<file path="src/rtl/mwsd_pkg.sv">
// Package for the multiword short divider: payload structs, operation and
// register codes, and the request/response structs of the shared divider.
// No dependencies.
package mwsd_pkg;

    localparam int DIGIT_W  = 32;
    localparam int COUNT_W  = 16;
    localparam int CFG_IDX_W = 1;
    localparam int CNT_W    = 7;   // holds up to 2*DIGIT_W iterations

    localparam logic [1:0] OP_QUOT = 2'd0;
    localparam logic [1:0] OP_FRAC = 2'd1;
    localparam logic [1:0] OP_REM  = 2'd2;

    localparam logic [CFG_IDX_W-1:0] CFG_DIVISOR       = 1'd0;
    localparam logic [CFG_IDX_W-1:0] CFG_RESULT_DIGITS = 1'd1;

    typedef struct packed {
        logic [1:0]         func;
        logic [DIGIT_W-1:0] digit;
        logic               first;
        logic [DIGIT_W-1:0] start_remainder;
        logic               last;
    } in_t;

    typedef struct packed {
        logic [DIGIT_W-1:0] quotient_digit;
        logic [COUNT_W-1:0] position;
        logic [DIGIT_W-1:0] remainder;
        logic [COUNT_W-1:0] leading_zeros;
        logic               done_res;
    } out_t;

    typedef struct packed {
        logic               start;
        logic [DIGIT_W-1:0] hi;
        logic [DIGIT_W-1:0] lo;
        logic [DIGIT_W-1:0] divisor;
    } div_req_t;

    typedef struct packed {
        logic               busy;
        logic [DIGIT_W-1:0] quotient;
        logic               quotient_hi;   // high quotient word is nonzero
        logic [DIGIT_W-1:0] remainder;
    } div_rsp_t;

endpackage

</file>
<file path="src/rtl/multiword_short_divider.sv">
// Top level of the multiword short divider: digit sequencer, configuration
// registers and output register around the shared bit-serial divider.
// Depends on mwsd_pkg and mwsd_div_unit.

// Schoolbook short division of a multi-digit number by a 32-bit divisor,
// digits most significant first. Each accepted digit forms
// remainder*2^32 + digit and runs through one bit-serial restoring divider,
// one quotient bit per cycle. A digit that needs a division goes through an
// accept step, divider iterations over the low 32 dividend bits, and a step
// that updates the state and loads the output register. When the running
// remainder is not below the divisor (only possible with a large start
// remainder in quotient mode) the divider iterates over all 64 dividend
// bits. A zero divisor needs no iterations. A digit that is ignored (idle,
// unused operation, finished number) is taken without starting the divider.
// The output register holds a finished result while the next digit is
// accepted; completion waits only if that register is still full and
// m_ready is low when the divider is done. Configuration is written through
// cfg_we, cfg_index and cfg_wdata; index 0 is the divisor, index 1 the
// number of significant digits in fractional mode.
module multiword_short_divider (
    input  logic                          aclk,
    input  logic                          aresetn,
    input  logic                          cfg_we,
    input  logic [mwsd_pkg::CFG_IDX_W-1:0] cfg_index,
    input  logic [mwsd_pkg::DIGIT_W-1:0]  cfg_wdata,
    input  logic                          s_valid,
    output logic                          s_ready,
    input  mwsd_pkg::in_t                 s_data,
    output logic                          m_valid,
    input  logic                          m_ready,
    output mwsd_pkg::out_t                m_data
);
    import mwsd_pkg::*;

    localparam logic ST_IDLE = 1'b0;
    localparam logic ST_DIV  = 1'b1;

    // configuration
    logic [DIGIT_W-1:0] divisor_reg;
    logic [COUNT_W-1:0] result_digits_reg;

    // sequencer state
    logic               state_reg, state_next;
    logic [DIGIT_W-1:0] rem_reg, rem_next;
    logic [1:0]         op_reg, op_next;
    logic [COUNT_W-1:0] dleft_reg, dleft_next;
    logic [COUNT_W-1:0] pos_reg, pos_next;
    logic [COUNT_W-1:0] zcnt_reg, zcnt_next;
    logic               emit_reg, emit_next;
    logic               fin_reg, fin_next;
    logic               last_reg, last_next;

    // output register
    logic               m_valid_reg, m_valid_next;
    out_t               m_data_reg, m_data_next;

    div_req_t           div_req;
    div_rsp_t           div_rsp;

    logic               s_fire;
    logic               out_free;
    logic               complete;
    logic [COUNT_W-1:0] dleft_dec;

    mwsd_div_unit u_div (
        .aclk    (aclk),
        .aresetn (aresetn),
        .req     (div_req),
        .rsp     (div_rsp)
    );

    assign s_ready  = (state_reg == ST_IDLE);
    assign s_fire   = s_valid && s_ready;
    assign out_free = !m_valid_reg || m_ready;
    // divider idle and room in the output register
    assign complete = (state_reg == ST_DIV) && !div_rsp.busy && out_free;
    assign dleft_dec = dleft_reg - 1'b1;

    always_comb begin
        state_next   = state_reg;
        rem_next     = rem_reg;
        op_next      = op_reg;
        dleft_next   = dleft_reg;
        pos_next     = pos_reg;
        zcnt_next    = zcnt_reg;
        emit_next    = emit_reg;
        fin_next     = fin_reg;
        last_next    = last_reg;
        m_valid_next = m_valid_reg && !m_ready;
        m_data_next  = m_data_reg;

        div_req.start   = 1'b0;
        div_req.hi      = rem_reg;
        div_req.lo      = s_data.digit;
        div_req.divisor = divisor_reg;

        case (state_reg)
            ST_IDLE: begin
                if (s_fire) begin
                    last_next = s_data.last;
                    if (s_data.first) begin
                        // new number; a first digit restarts even mid-number
                        op_next    = s_data.func;
                        fin_next   = 1'b0;
                        pos_next   = '0;
                        zcnt_next  = '0;
                        emit_next  = 1'b0;
                        dleft_next = result_digits_reg;
                        rem_next   = (s_data.func == OP_QUOT) ? s_data.start_remainder : '0;
                        if ((s_data.func != OP_QUOT && s_data.func != OP_FRAC &&
                             s_data.func != OP_REM) ||
                            (s_data.func == OP_FRAC && result_digits_reg == '0)) begin
                            fin_next = 1'b1;
                        end
                    end
                    if (!fin_next) begin
                        div_req.start = 1'b1;
                        div_req.hi    = rem_next;
                        state_next    = ST_DIV;
                    end
                end
            end
            ST_DIV: begin
                if (complete) begin
                    state_next = ST_IDLE;
                    rem_next   = div_rsp.remainder;
                    case (op_reg)
                        OP_QUOT: begin
                            m_valid_next = 1'b1;
                            m_data_next  = '{quotient_digit: div_rsp.quotient,
                                             position:       pos_reg,
                                             remainder:      div_rsp.remainder,
                                             leading_zeros:  '0,
                                             done_res:       last_reg};
                            pos_next = pos_reg + 1'b1;
                            if (last_reg) begin
                                fin_next = 1'b1;
                            end
                        end
                        OP_FRAC: begin
                            // a wide quotient counts as significant even if
                            // its low word is zero
                            if (emit_reg || div_rsp.quotient != '0 ||
                                div_rsp.quotient_hi) begin
                                emit_next    = 1'b1;
                                dleft_next   = dleft_dec;
                                m_valid_next = 1'b1;
                                m_data_next  = '{quotient_digit: div_rsp.quotient,
                                                 position:       dleft_dec,
                                                 remainder:      div_rsp.remainder,
                                                 leading_zeros:  zcnt_reg,
                                                 done_res:       (dleft_dec == '0)};
                                if (dleft_dec == '0) begin
                                    fin_next = 1'b1;
                                end
                            end else if (zcnt_reg != '1) begin
                                // leading zero digit, count saturates
                                zcnt_next = zcnt_reg + 1'b1;
                            end
                        end
                        default: begin
                            // remainder only: one result on the last digit
                            if (last_reg) begin
                                m_valid_next = 1'b1;
                                m_data_next  = '{quotient_digit: '0,
                                                 position:       '0,
                                                 remainder:      div_rsp.remainder,
                                                 leading_zeros:  '0,
                                                 done_res:       1'b1};
                                fin_next = 1'b1;
                            end
                        end
                    endcase
                end
            end
            default: begin
                state_next = ST_IDLE;
            end
        endcase
    end

    always_ff @(posedge aclk) begin
        if (!aresetn) begin
            divisor_reg       <= DIGIT_W'(1);
            result_digits_reg <= COUNT_W'(1);
            state_reg         <= ST_IDLE;
            rem_reg           <= '0;
            op_reg            <= OP_QUOT;
            dleft_reg         <= '0;
            pos_reg           <= '0;
            zcnt_reg          <= '0;
            emit_reg          <= 1'b0;
            fin_reg           <= 1'b1;
            last_reg          <= 1'b0;
            m_valid_reg       <= 1'b0;
        end else begin
            if (cfg_we) begin
                case (cfg_index)
                    CFG_DIVISOR:       divisor_reg       <= cfg_wdata;
                    CFG_RESULT_DIGITS: result_digits_reg <= cfg_wdata[COUNT_W-1:0];
                    default:           ;
                endcase
            end
            state_reg   <= state_next;
            rem_reg     <= rem_next;
            op_reg      <= op_next;
            dleft_reg   <= dleft_next;
            pos_reg     <= pos_next;
            zcnt_reg    <= zcnt_next;
            emit_reg    <= emit_next;
            fin_reg     <= fin_next;
            last_reg    <= last_next;
            m_valid_reg <= m_valid_next;
        end
        m_data_reg <= m_data_next;
    end

    assign m_valid = m_valid_reg;
    assign m_data  = m_data_reg;

endmodule

</file>
<file path="src/rtl/mwsd_div_unit.sv">
// Bit-serial restoring divider: {hi,lo} / divisor, one quotient bit per cycle.
// Keeps the low word of the quotient, a nonzero flag for its high word and the
// full remainder. Depends on mwsd_pkg.
module mwsd_div_unit (
    input  logic              aclk,
    input  logic              aresetn,
    input  mwsd_pkg::div_req_t req,
    output mwsd_pkg::div_rsp_t rsp
);
    import mwsd_pkg::*;

    logic [CNT_W-1:0]     cnt_reg, cnt_next;
    logic [DIGIT_W-1:0]   r_reg, r_next;
    logic [DIGIT_W-1:0]   q_reg, q_next;
    logic                 qhi_reg, qhi_next;
    logic [2*DIGIT_W-1:0] sh_reg, sh_next;
    logic [DIGIT_W-1:0]   div_reg, div_next;
    logic [DIGIT_W:0]     r_shift;
    logic [DIGIT_W:0]     r_sub;
    logic                 ge;

    always_comb begin
        r_shift = {r_reg, sh_reg[2*DIGIT_W-1]};
        ge      = r_shift >= {1'b0, div_reg};
        r_sub   = r_shift - {1'b0, div_reg};

        cnt_next = cnt_reg;
        r_next   = r_reg;
        q_next   = q_reg;
        qhi_next = qhi_reg;
        sh_next  = sh_reg;
        div_next = div_reg;

        if (req.start) begin
            div_next = req.divisor;
            q_next   = '0;
            qhi_next = 1'b0;
            if (req.divisor == '0) begin
                // zero divisor: all-ones quotient, remainder is the low word
                q_next   = '1;
                r_next   = req.lo;
                cnt_next = '0;
            end else if (req.hi < req.divisor) begin
                // high quotient word is zero, skip its iterations
                r_next   = req.hi;
                sh_next  = {req.lo, {DIGIT_W{1'b0}}};
                cnt_next = CNT_W'(DIGIT_W);
            end else begin
                // hi >= divisor: high quotient word is at least one
                qhi_next = 1'b1;
                r_next   = '0;
                sh_next  = {req.hi, req.lo};
                cnt_next = CNT_W'(2 * DIGIT_W);
            end
        end else if (cnt_reg != '0) begin
            r_next   = ge ? r_sub[DIGIT_W-1:0] : r_shift[DIGIT_W-1:0];
            q_next   = {q_reg[DIGIT_W-2:0], ge};
            sh_next  = {sh_reg[2*DIGIT_W-2:0], 1'b0};
            cnt_next = cnt_reg - 1'b1;
        end
    end

    always_ff @(posedge aclk) begin
        if (!aresetn) begin
            cnt_reg <= '0;
        end else begin
            cnt_reg <= cnt_next;
        end
        r_reg   <= r_next;
        q_reg   <= q_next;
        qhi_reg <= qhi_next;
        sh_reg  <= sh_next;
        div_reg <= div_next;
    end

    assign rsp.busy        = (cnt_reg != '0);
    assign rsp.quotient    = q_reg;
    assign rsp.quotient_hi = qhi_reg;
    assign rsp.remainder   = r_reg;

endmodule
</file>
<file path="config.mk">
export PLATFORM = sky130hd
export DESIGN_NAME = multiword_short_divider
export DESIGN_NICKNAME = d
export VERILOG_FILES = /design/src/rtl/mwsd_pkg.sv /design/src/rtl/multiword_short_divider.sv /design/src/rtl/mwsd_div_unit.sv
export SDC_FILE = /design/constraint.sdc
export NUM_CORES = 1
export LEC_CHECK = 0
export ABC_AREA = 1
export BUFFER_PORTS_ARGS = -buffer_cell sky130_fd_sc_hd__buf_4
export CORE_MARGIN = 2
export CORE_UTILIZATION = 35
export DETAILED_ROUTE_END_ITERATION = 16
export MAX_ROUTING_LAYER = met4
export PLACE_DENSITY = 0.62
export SETUP_SLACK_MARGIN = 0.4
export SLEW_MARGIN = 10
export SYNTH_ARGS = -nofsm -noshare
export SYNTH_HDL_FRONTEND = slang
export SYNTH_SLANG_ARGS = --single-unit
</file>
<file path="constraint.sdc">
create_clock -name aclk -period 7.6 [get_ports aclk]
set_input_delay 0.76 -clock aclk [delete_from_list [all_inputs] [get_ports aclk]]
set_output_delay 0.76 -clock aclk [all_outputs]
set_load 0.05 [all_outputs]
</file>
After elaboration in Yosys (flattened, before gate mapping)
Index checks and enable logic that the tools add are counted.
Storage, ports and cells
  register bits after elaboration: 400
  input bits: 106
  output and inout port bits: 99
  logic and storage cells: 155
Cells by class
  add/subtract/negate cells: 5
  magnitude comparators: 2
  equality and inequality tests: 18
  mux-type cells: 70
  bitwise operators: 2
  reduce and logical (&&, ||, !) cells: 35
Operators by type and width (count)
  $mux 32: 12
  $mux 64: 4
  $mux 16: 13
  $mux 97: 2
  $pmux 97 s2: 1
  $mux 33: 3
  $pmux 16 s2: 3
  $pmux 32 s2: 1
  $ge 33x32->1: 1
  $add 16x1->16 const B: 2
  $logic_not 16->1: 2
  $logic_not 32->1: 1
  $lt 32x32->1: 1
  $reduce_bool 32->1: 1
  $sub 32x32->32: 1
  $mux 7: 4
  $mux 1: 23
  $ne 16x16->1 const B: 1
  $ne 2x1->1 const B: 8
  $sub 16x1->16 const B: 1
  $reduce_and 2->1: 5
  $reduce_and 5->1: 2
  $ne 2x2->1 const B: 4
  $pmux 1 s2: 4
  15 further kinds: 32

Longest topological paths before layout
Gate-level depths: netlist (run 1).
  word-level depth: 15
  depth in mapped cells: 26
  gate-level depth less buffers: 23

Cells and area by module
A second synthesis (run 1) with hierarchy kept.
Second synthesis, totals
  cell total of the unflattened synthesis: 2916
  area total of the unflattened synthesis: 22330.2 um^2
Modules (own cells, without submodules)
  mwsd_div_unit: times used 1, cells an instance 1631, area each 11852.6 um^2, seq. area each 4974.8 um^2
  multiword_short_divider: times used 1, cells an instance 1285, area each 10477.5 um^2, seq. area each 5615.4 um^2

Worst setup path before layout (run 1)
OpenSTA, ideal clock, no wires.
  kind: input -> register
  start point: input port m_ready
  end point: register m_data_reg, in the netlist m_data[0] (enable)
  setup time: 0.555 ns
  arrival time: 5.079 ns
  required time: 7.045 ns
  path slack: 1.967 ns
  stages on the path: 4
  buffers on the path: 0
  cells stage by stage: inv_1 -> nand2_1 -> nand3_4 -> nor2_1
On the way
  longest elaborated chain between the ends: 3
RTL lines
  start, declared: line multiword_short_divider.sv:30  | input logic m_ready,
  $logic_or 1x1->1: line multiword_short_divider.sv:74  | assign out_free = !m_valid_reg || m_ready;
  $logic_and 1x1->1: line multiword_short_divider.sv:76  | assign complete = (state_reg == ST_DIV) && !div_rsp.busy && out_free;
  $reduce_and 4->1 (no source line)
  end signal, assigned: line multiword_short_divider.sv:215  | m_data_reg <= m_data_next;
  end, declared: line multiword_short_divider.sv:55  | out_t m_data_reg, m_data_next;
Every way passes these cells.
A chain may end at the register's enable or synchronous reset.

Worst setup path in the final report (run 1)
  start point: input port s_data[33] in the netlist's numbering
  end point: register u_div.sh_reg[35], data pin
On the way
  longest elaborated chain between the ends: 10
  elaborated cells between the ends (all ways): 11
  those cells by class: 1 x order compare; 10 x mux
RTL lines
  start, declared: line multiword_short_divider.sv:28  | input mwsd_pkg::in_t s_data,
  $mux 1: line multiword_short_divider.sv:101  | if (s_data.first) begin
  $mux 1: line multiword_short_divider.sv:99  | if (s_fire) begin
  $mux 1: line multiword_short_divider.sv:97  | case (state_reg)
  $mux 33 (*): line multiword_short_divider.sv:116  | if (!fin_next) begin
  $mux 33 (*): line multiword_short_divider.sv:99
  $mux 33 (*): line multiword_short_divider.sv:97
  $lt 32x32->1: line mwsd_div_unit.sv:43  | end else if (req.hi < req.divisor) begin
  $mux 64: line mwsd_div_unit.sv:43
  $mux 64: line mwsd_div_unit.sv:38  | if (req.divisor == '0) begin
  $mux 64 (*): line mwsd_div_unit.sv:34  | if (req.start) begin
  via u_div.sh_next[35]: line mwsd_div_unit.sv:16  | logic [2*DIGIT_W-1:0] sh_reg, sh_next;
  end signal, assigned: line mwsd_div_unit.sv:72  | sh_reg <= sh_next;
  end, declared: line mwsd_div_unit.sv:16
The timed path passes the listed nets; every way through them passes the cells marked *. The select of a mux whose other input is x is not followed.

==> impl_metrics.py, run 1 <==
metrics = {
    "cts": {
        "cts.clk_slew.worst_paths_ns": 0.06,
        "cts_resized": 0,
        "htree_levels": 2,
        "cts_tree": "built",
        "cts-root-buf": "clkbuf_16",
        "cts_buffers": 44,
        "clkSinkCount": 400,
        "cts_hold_buffers": 0,
        "cts_buffer_depth": 3,
        "post_cts_buffers": 0,
        "clkLatencyLatePin_ns": 0.58,
    },
    "power_and_ir_drop": {
        "cell_internal_pwr_mw": 5.29,
        "swShare": 0.397,
        "p_leak_nw": 9.74,
        "ir_drop_mv": 0.194,
        "seqPwrFrac": 0.398,
        "p_total_mw": 8.78,
        "powerDensity_nw_per_um2": 368,
        "p_comb_frac": 0.364,
        "clockPowerShare": 0.237,
        "p_switching_mw": 3.48,
    },
    "worst_setup_path": {
        "max_stage_delay_ns": 0.64,
        "regToRegSetupSlack_ns": 3.00,
        "arrival_ns": 5.20,
        "slowest_stage": "nand3_4",
        "end_kind": "flop",
        "cp_cell_sequence": "buf_4 -> inv_1 -> nand2_1 -> nand3_4 -> buf_4 -> nand2_1 -> o21ai_0 -> ha_1 -> a21oi_1 -> nor2_1 -> a211oi_1 -> nand2_1 -> nand2_1 -> nand2_1 -> nand2_2 -> buf_4 -> nand3_1 -> nand3_1 -> nand2_1",
        "reg2reg_from": "result_digits_reg[5]$_SDFFE_PN0P_",
        "cp.required_ns": 7.92,
        "worstPathMaxFanout": 83,
        "cp-startpoint": "s_data[33]",
        "worstSetupPathType": "in2reg",
        "setup.worst_path.start_class": "input port",
        "r2r_end": "u_div.sh_reg[35]$_DFFE_PP_",
        "ff2ff_path_depth": 22,
        "path_common_cell": "nand2_1",
        "crit_path_end": "u_div.sh_reg[35]$_DFFE_PP_",
    },
    "layout": {
        "design_area_sq_um": 23900,
        "drive_above_1_share": 0.132,
        "nets": 2686,
        "largest_reg_flops": 97,
        "finalNonFillerCells": 3310,
        "syn_to_final_growth_pct": 17.5,
    },
    "die": {
        "die_x_um": 245,
        "pin_count": 205,
        "die_h_um": 245,
        "dieArea_sq_um": 60000,
        "start_util": 0.353,
        "rows": 88,
        "core_sq_um": 57600,
    },
    "synthesis": {
        "yosysUniqueCellTypes": 54,
        "syn_nets": 2538,
        "syn_area_sq_um": 20300,
        "syn_inst": 2363,
        "yosysTopAreaCellShare": 0.381,
        "synth_ff_type": "edfxtp_1",
        "ys_warn_count": 0,
        "synth_mux_area_frac": 0,
        "yosys.area.top_type": "edfxtp_1",
        "async_flop_share": 0,
        "synth.most_common_cell": "nand2_1",
        "synth_compound_area_frac": 0.149,
        "synth_top_cells_by_area": "edfxtp_1 (38%), dfxtp_1 (14%), nand2_1 (6.9%)",
        "synthAdderAreaFrac": 0.0428,
        "synth-xor-area-share": 0.0177,
        "avgSynthCellArea_sq_um": 8.60,
        "synth_seq_cells": 400,
        "seq_area_frac_synth": 0.521,
        "synth-edff-count": 258,
        "synthSimpleGateAreaFrac": 0.189,
        "netlist_top_cells_count": "nand2_1 (375), inv_1 (289), edfxtp_1 (258)",
        "synth_top_family_by_area": "simple AND/OR/NAND/NOR gates",
    },
    "drt": {
        "avgViaCountPerCell": 5.26,
        "route.vias.total": 17427,
        "drc": 0,
        "routed_wl_mm": 62.1,
        "wire_per_inst_um": 18.8,
        "ant_nets": 0,
        "dr.pass1.iters": 5,
        "drtIter0Drc": 1804,
    },
    "timing": {
        "achievable-frequency_mhz": 205,
        "drv_slew": 0,
        "tightest_slew_ns": 1.04,
        "hold_viol_final": 0,
        "relSlewSlack": 0.305,
        "tns_ns": 0,
        "finalSetupViolCount": 0,
        "finalCriticalPeriod_ns": 4.88,
        "rsz0062_at_grt": "no",
        "skew_ns": 0.0174,
        "fin_crit_sh": 0.642,
    },
    "placement": {
        "port_buffers": 204,
        "placed_cells": 3230,
        "dpl.hpwl_mm": 44.8,
        "gp_routability_congestion": 0.946,
        "place_area_sq_um": 22500,
    },
    "global_routing": {
        "antenna_found_initial": 0,
        "grt_max_degree": 91,
        "grt_use_total": 0.208,
        "first_global_vias": 16403,
        "grt_overflow": 0,
        "grt_first_pass_wirelength_mm": 94.6,
    },
    "run_status": {
        "run_status": "completed",
    },
    "run": {
        "max-cap-violations": 0,
    },
    "worst_hold_path": {
        "worst_hold_path_type": "in2reg",
    },
}
[cells in the final DEF, fill, tap and decap left out, types with 11 or more instances in the layout]
| cell type | count |
|---|---|
| a21oi_1 | 203 |
| a221oi_1 | 11 |
| a31oi_1 | 34 |
| buf_4 | 221 |
| clkbuf_1 | 11 |
| clkbuf_16 | 45 |
| dfxtp_1 | 141 |
| edfxtp_1 | 258 |
| ha_1 | 68 |
| inv_1 | 288 |
| nand2_1 | 373 |
| nand3_1 | 141 |
| nand4_1 | 55 |
| nor2_1 | 224 |
| nor3_1 | 26 |
| nor4_1 | 18 |
| o211ai_1 | 11 |
| o21ai_0 | 230 |
| o21ai_1 | 25 |
| o22ai_1 | 12 |
| xnor2_1 | 21 |
| xor2_1 | 20 |
[per-layer routing]
| layer | GRT usage | share of wire | vias up | wire, um |
|---|---|---|---|---|
| met3 | 0.0359 | 0.077 | 114 | 4790 |
| li1 | - | - | 8384 | - |
| met1 | 0.285 | 0.45 | 8249 | 27700 |
| met2 | 0.313 | 0.44 | 680 | 27600 |
| met4 | 0.0690 | 0.032 | 0 | 2010 |
| met5 | - | 0 | - | 0 |
[critical path: cells and delay by family]
kind	cells	cell delay, ns
and+or+nand+nor	11	1.68
AOI/OAI and AO/OA	3	0.46
adders and majority gates	1	0.36
buffers and inverters	4	1.86
[cell families after synthesis]
logic type,after synthesis
AO/OA/AOI/OAI,558
XOR/XNOR,41
adder cells (fa/ha/maj),69
buffers and inverters,416
flip-flops,400
AND/OR/NAND/NOR,879
[per-stage QoR]
stage                     setup slack, ns   util  hold slack, ns
after detailed placement             2.20  0.391           0.449
after global placement               2.24  0.391           0.442
after global routing                 2.40  0.415           0.428
after floorplan                      1.97      -           0.431
final                                2.72  0.415           0.415
after CTS                            2.75  0.415           0.380
[worst min-delay path by stage]
| stage | startpoint | endpoint | slack, ns | cells after the start |
|---|---|---|---|---|
| 5_1_grt | cfg_wdata[0] | result_digits_reg[0]$_SDFFE_PN1P_ | 0.43 | 3 |
| 3_5_place_dp | divisor_reg[19]$_SDFFE_PN0P_ | u_div.div_reg[19]$_DFFE_PP_ | 0.45 | 0 |
| 2_1_floorplan | divisor_reg[11]$_SDFFE_PN0P_ | u_div.div_reg[11]$_DFFE_PP_ | 0.43 | 0 |
| 3_3_place_gp | divisor_reg[23]$_SDFFE_PN0P_ | u_div.div_reg[23]$_DFFE_PP_ | 0.44 | 0 |
| 6_report | cfg_wdata[0] | result_digits_reg[0]$_SDFFE_PN1P_ | 0.41 | 3 |
| 4_1_cts | cfg_wdata[0] | result_digits_reg[0]$_SDFFE_PN1P_ | 0.38 | 3 |
[layout make-up]
class                           instances  area (sq um)
Antenna cell                            1          2.50
Clock buffer                           59          1210
Clock inverter                         20           179
Fill cell                            5678         33700
Inverter                              297          1120
Multi-Input combinational cell       1547          8160
Sequential cell                       400         10600
Tap cell                              765           957
Timing Repair Buffer                  221          1660
[power groups by stage]
stage	clock network [mW]	logic, mW	registers [mW]
floorplan	0	2.08	3.55
global placement	0	3.10	3.52
detailed placement	0	3.15	3.53
CTS	2.12	3.16	3.49
global route	2.20	3.55	3.54
finish	2.08	3.20	3.50
No activity file was read; power rests on OpenSTA's default activity.
==> run 2: changes to the inputs <==
Clock period 7.6 ns to 5.1 ns, I/O delays scaled along.
==> impl_metrics.py, run 2 (synthesis gave the netlist of run 1 again) <==
metrics = {
    "drt": {
        "drc": 0,
        "avgViaCountPerCell": 5.26,
        "ant_nets": 0,
        "routed_wl_mm": 63.3,
        "wire_per_inst_um": 19.0,
        "dr.pass1.iters": 5,
        "route.vias.total": 17514,
        "drtIter0Drc": 1666,
    },
    "power_and_ir_drop": {
        "ir_drop_mv": 0.301,
        "p_leak_nw": 9.85,
        "powerDensity_nw_per_um2": 554,
    },
    "worst_setup_path": {
        "end_kind": "flop",
        "path_buf_inv": 2,
        "slowest_stage": "buf_6",
        "arrival_ns": 4.62,
        "max_stage_delay_ns": 0.44,
        "cp.required_ns": 5.44,
        "crit_family": "simple AND/OR/NAND/NOR gates",
        "path_common_cell": "nand2_1",
        "regToRegSetupSlack_ns": 0.82,
        "cp_cell_sequence": "nor2_1 -> nand2_1 -> nor2_1 -> nand2_1 -> nand2_1 -> nand2_1 -> nand3_4 -> buf_4 -> o21ai_0 -> ha_1 -> nand2_1 -> nor2_1 -> a211oi_1 -> o221a_2 -> nand2_1 -> nand2_2 -> buf_6 -> nand3_1 -> nand3_1 -> nand2_1",
        "worstSetupPathType": "reg2reg",
        "worstPathMaxFanout": 65,
        "setup.worst_path.start_class": "flop",
    },
    "layout": {
        "final_common_cell": "nand2_1",
        "nets": 2700,
        "final_cell_mix": "nand2_1 (373), inv_1 (288), edfxtp_1 (258)",
        "largest_reg_flops": 97,
        "n_antenna_cell": 0,
        "drive_above_1_share": 0.139,
        "fillers": 5606,
        "syn_to_final_growth_pct": 18.7,
        "design_area_sq_um": 24100,
    },
    "placement": {
        "gp_routability_congestion": 0.970,
        "pre_cts_slack_ns": 0.513,
        "port_buffers": 204,
        "place_area_sq_um": 22600,
        "dpl.hpwl_mm": 47.2,
    },
    "timing": {
        "achievable-frequency_mhz": 234,
        "rsz0062_at_grt": "no",
        "relSlewSlack": 0.282,
        "hold_ws_ns": 0.190,
        "tns_ns": 0,
        "fin_crit_sh": 0.839,
        "hold_viol_final": 0,
        "skew_ns": 0.0198,
        "finalWorstSetupSlack_ns": 0.820,
        "finalSetupViolCount": 0,
        "drv_slew": 0,
        "finalCriticalPeriod_ns": 4.28,
        "tightest_slew_ns": 1.07,
    },
    "die": {
        "core_sq_um": 57600,
        "die_x_um": 245,
        "start_util": 0.353,
        "rows": 88,
        "die_h_um": 245,
        "pin_count": 205,
        "dieArea_sq_um": 60000,
    },
    "global_routing": {
        "grt_overflow": 0,
        "grt_first_pass_wirelength_mm": 96.7,
        "grt_use_total": 0.213,
        "first_global_vias": 16635,
        "antenna_found_initial": 0,
        "grt_max_degree": 91,
    },
    "cts": {
        "htree_levels": 2,
        "cts_buffer_depth": 3,
        "cts_tree": "built",
        "cts.clk_slew.worst_paths_ns": 0.06,
        "cts_buffers": 46,
        "cts-root-buf": "clkbuf_16",
        "cts_hold_buffers": 0,
        "clkSinkCount": 400,
        "clkLatencyLatePin_ns": 0.58,
    },
    "run_status": {
        "run_status": "completed",
    },
    "worst_hold_path": {
        "worst_hold_path_type": "in2reg",
    },
    "run": {
        "max-cap-violations": 0,
    },
}
## run 2: changes by cell type in the layout (fill, tap and decap cells not counted), sizes merged
cell / before / now
bufinv: 2 / 4
clkbuf: 59 / 56
diode: 1 / 0
clkinvlp: 1 / 6
clkinv: 19 / 24
inv: 295 / 293
buf: 221 / 233
## run 2: through the flow
step           power (mW)  cells  utilization
3_3_place_gp         9.90   3242        0.393
3_5_place_dp         10.0   3242        0.393
2_1_floorplan        8.37   2363            -
6_report             13.4   3328        0.419
4_1_cts              13.4   3328        0.419
5_1_grt              14.1   3328        0.419
## run 2: layout make-up
class                   instances  area (sq um)  share of cell area
multi-input cells            1547          8160               0.338
inverters                     297          1120              0.0464
clock inverters                30           278              0.0115
well taps                     765           957              0.0397
clock buffers                  56          1240              0.0514
flip-flops and latches        400         10600               0.439
repair buffers                233          1780              0.0737
## run 2: path summary, 6_finish.rpt
path	start	endpoint	cells past startpoint
worst min register to register	divisor_reg[1]$_SDFFE_PN0P_	u_div.div_reg[1]$_DFFE_PP_	0
worst min-delay path	cfg_wdata[0]	result_digits_reg[0]$_SDFFE_PN1P_	3
worst max-delay path	result_digits_reg[15]$_SDFFE_PN0P_	u_div.sh_reg[62]$_DFFE_PP_	20
worst max register to register	result_digits_reg[15]$_SDFFE_PN0P_	u_div.sh_reg[62]$_DFFE_PP_	20
## run 2: per-layer routing
metal	routed length, um	vias to the layer above	global-route usage
li1	-	8431	-
met5	0	-	-
met4	1900	0	0.0633
met1	29400	8281	0.305
met2	27500	691	0.312
met3	4490	111	0.0314
## run 2: worst reg2reg max path: stages (launching register included)
cell and delay, ns:
dfxtp_1 0.39, nor2_1 0.08, nand2_1 0.06, nor2_1 0.05, nand2_1 0.07, nand2_1 0.05, nand2_1 0.13, nand3_4 0.41
buf_4 0.43, o21ai_0 0.41, ha_1 0.32, nand2_1 0.08, nor2_1 0.05, a211oi_1 0.24, o221a_2 0.24, nand2_1 0.08
nand2_2 0.09, buf_6 0.44, nand3_1 0.24, nand3_1 0.13, nand2_1 0.05
## run 2: repair_timing
| item | 4_1_cts | 5_1_grt |
|---|---|---|
| setup endpoints to repair | 0 | 32 |
| setup buffers | 0 | 0 |
| resized for setup | 0 | 1 |
## run 2: report_power, final
| group | switching, mW | internal [mW] | total, mW |
|---|---|---|---|
| clock network | 1.40 | 1.94 | 3.34 |
| registers | 0.578 | 4.62 | 5.20 |
| logic | 3.31 | 1.52 | 4.83 |
| total | 5.28 | 8.09 | 13.4 |
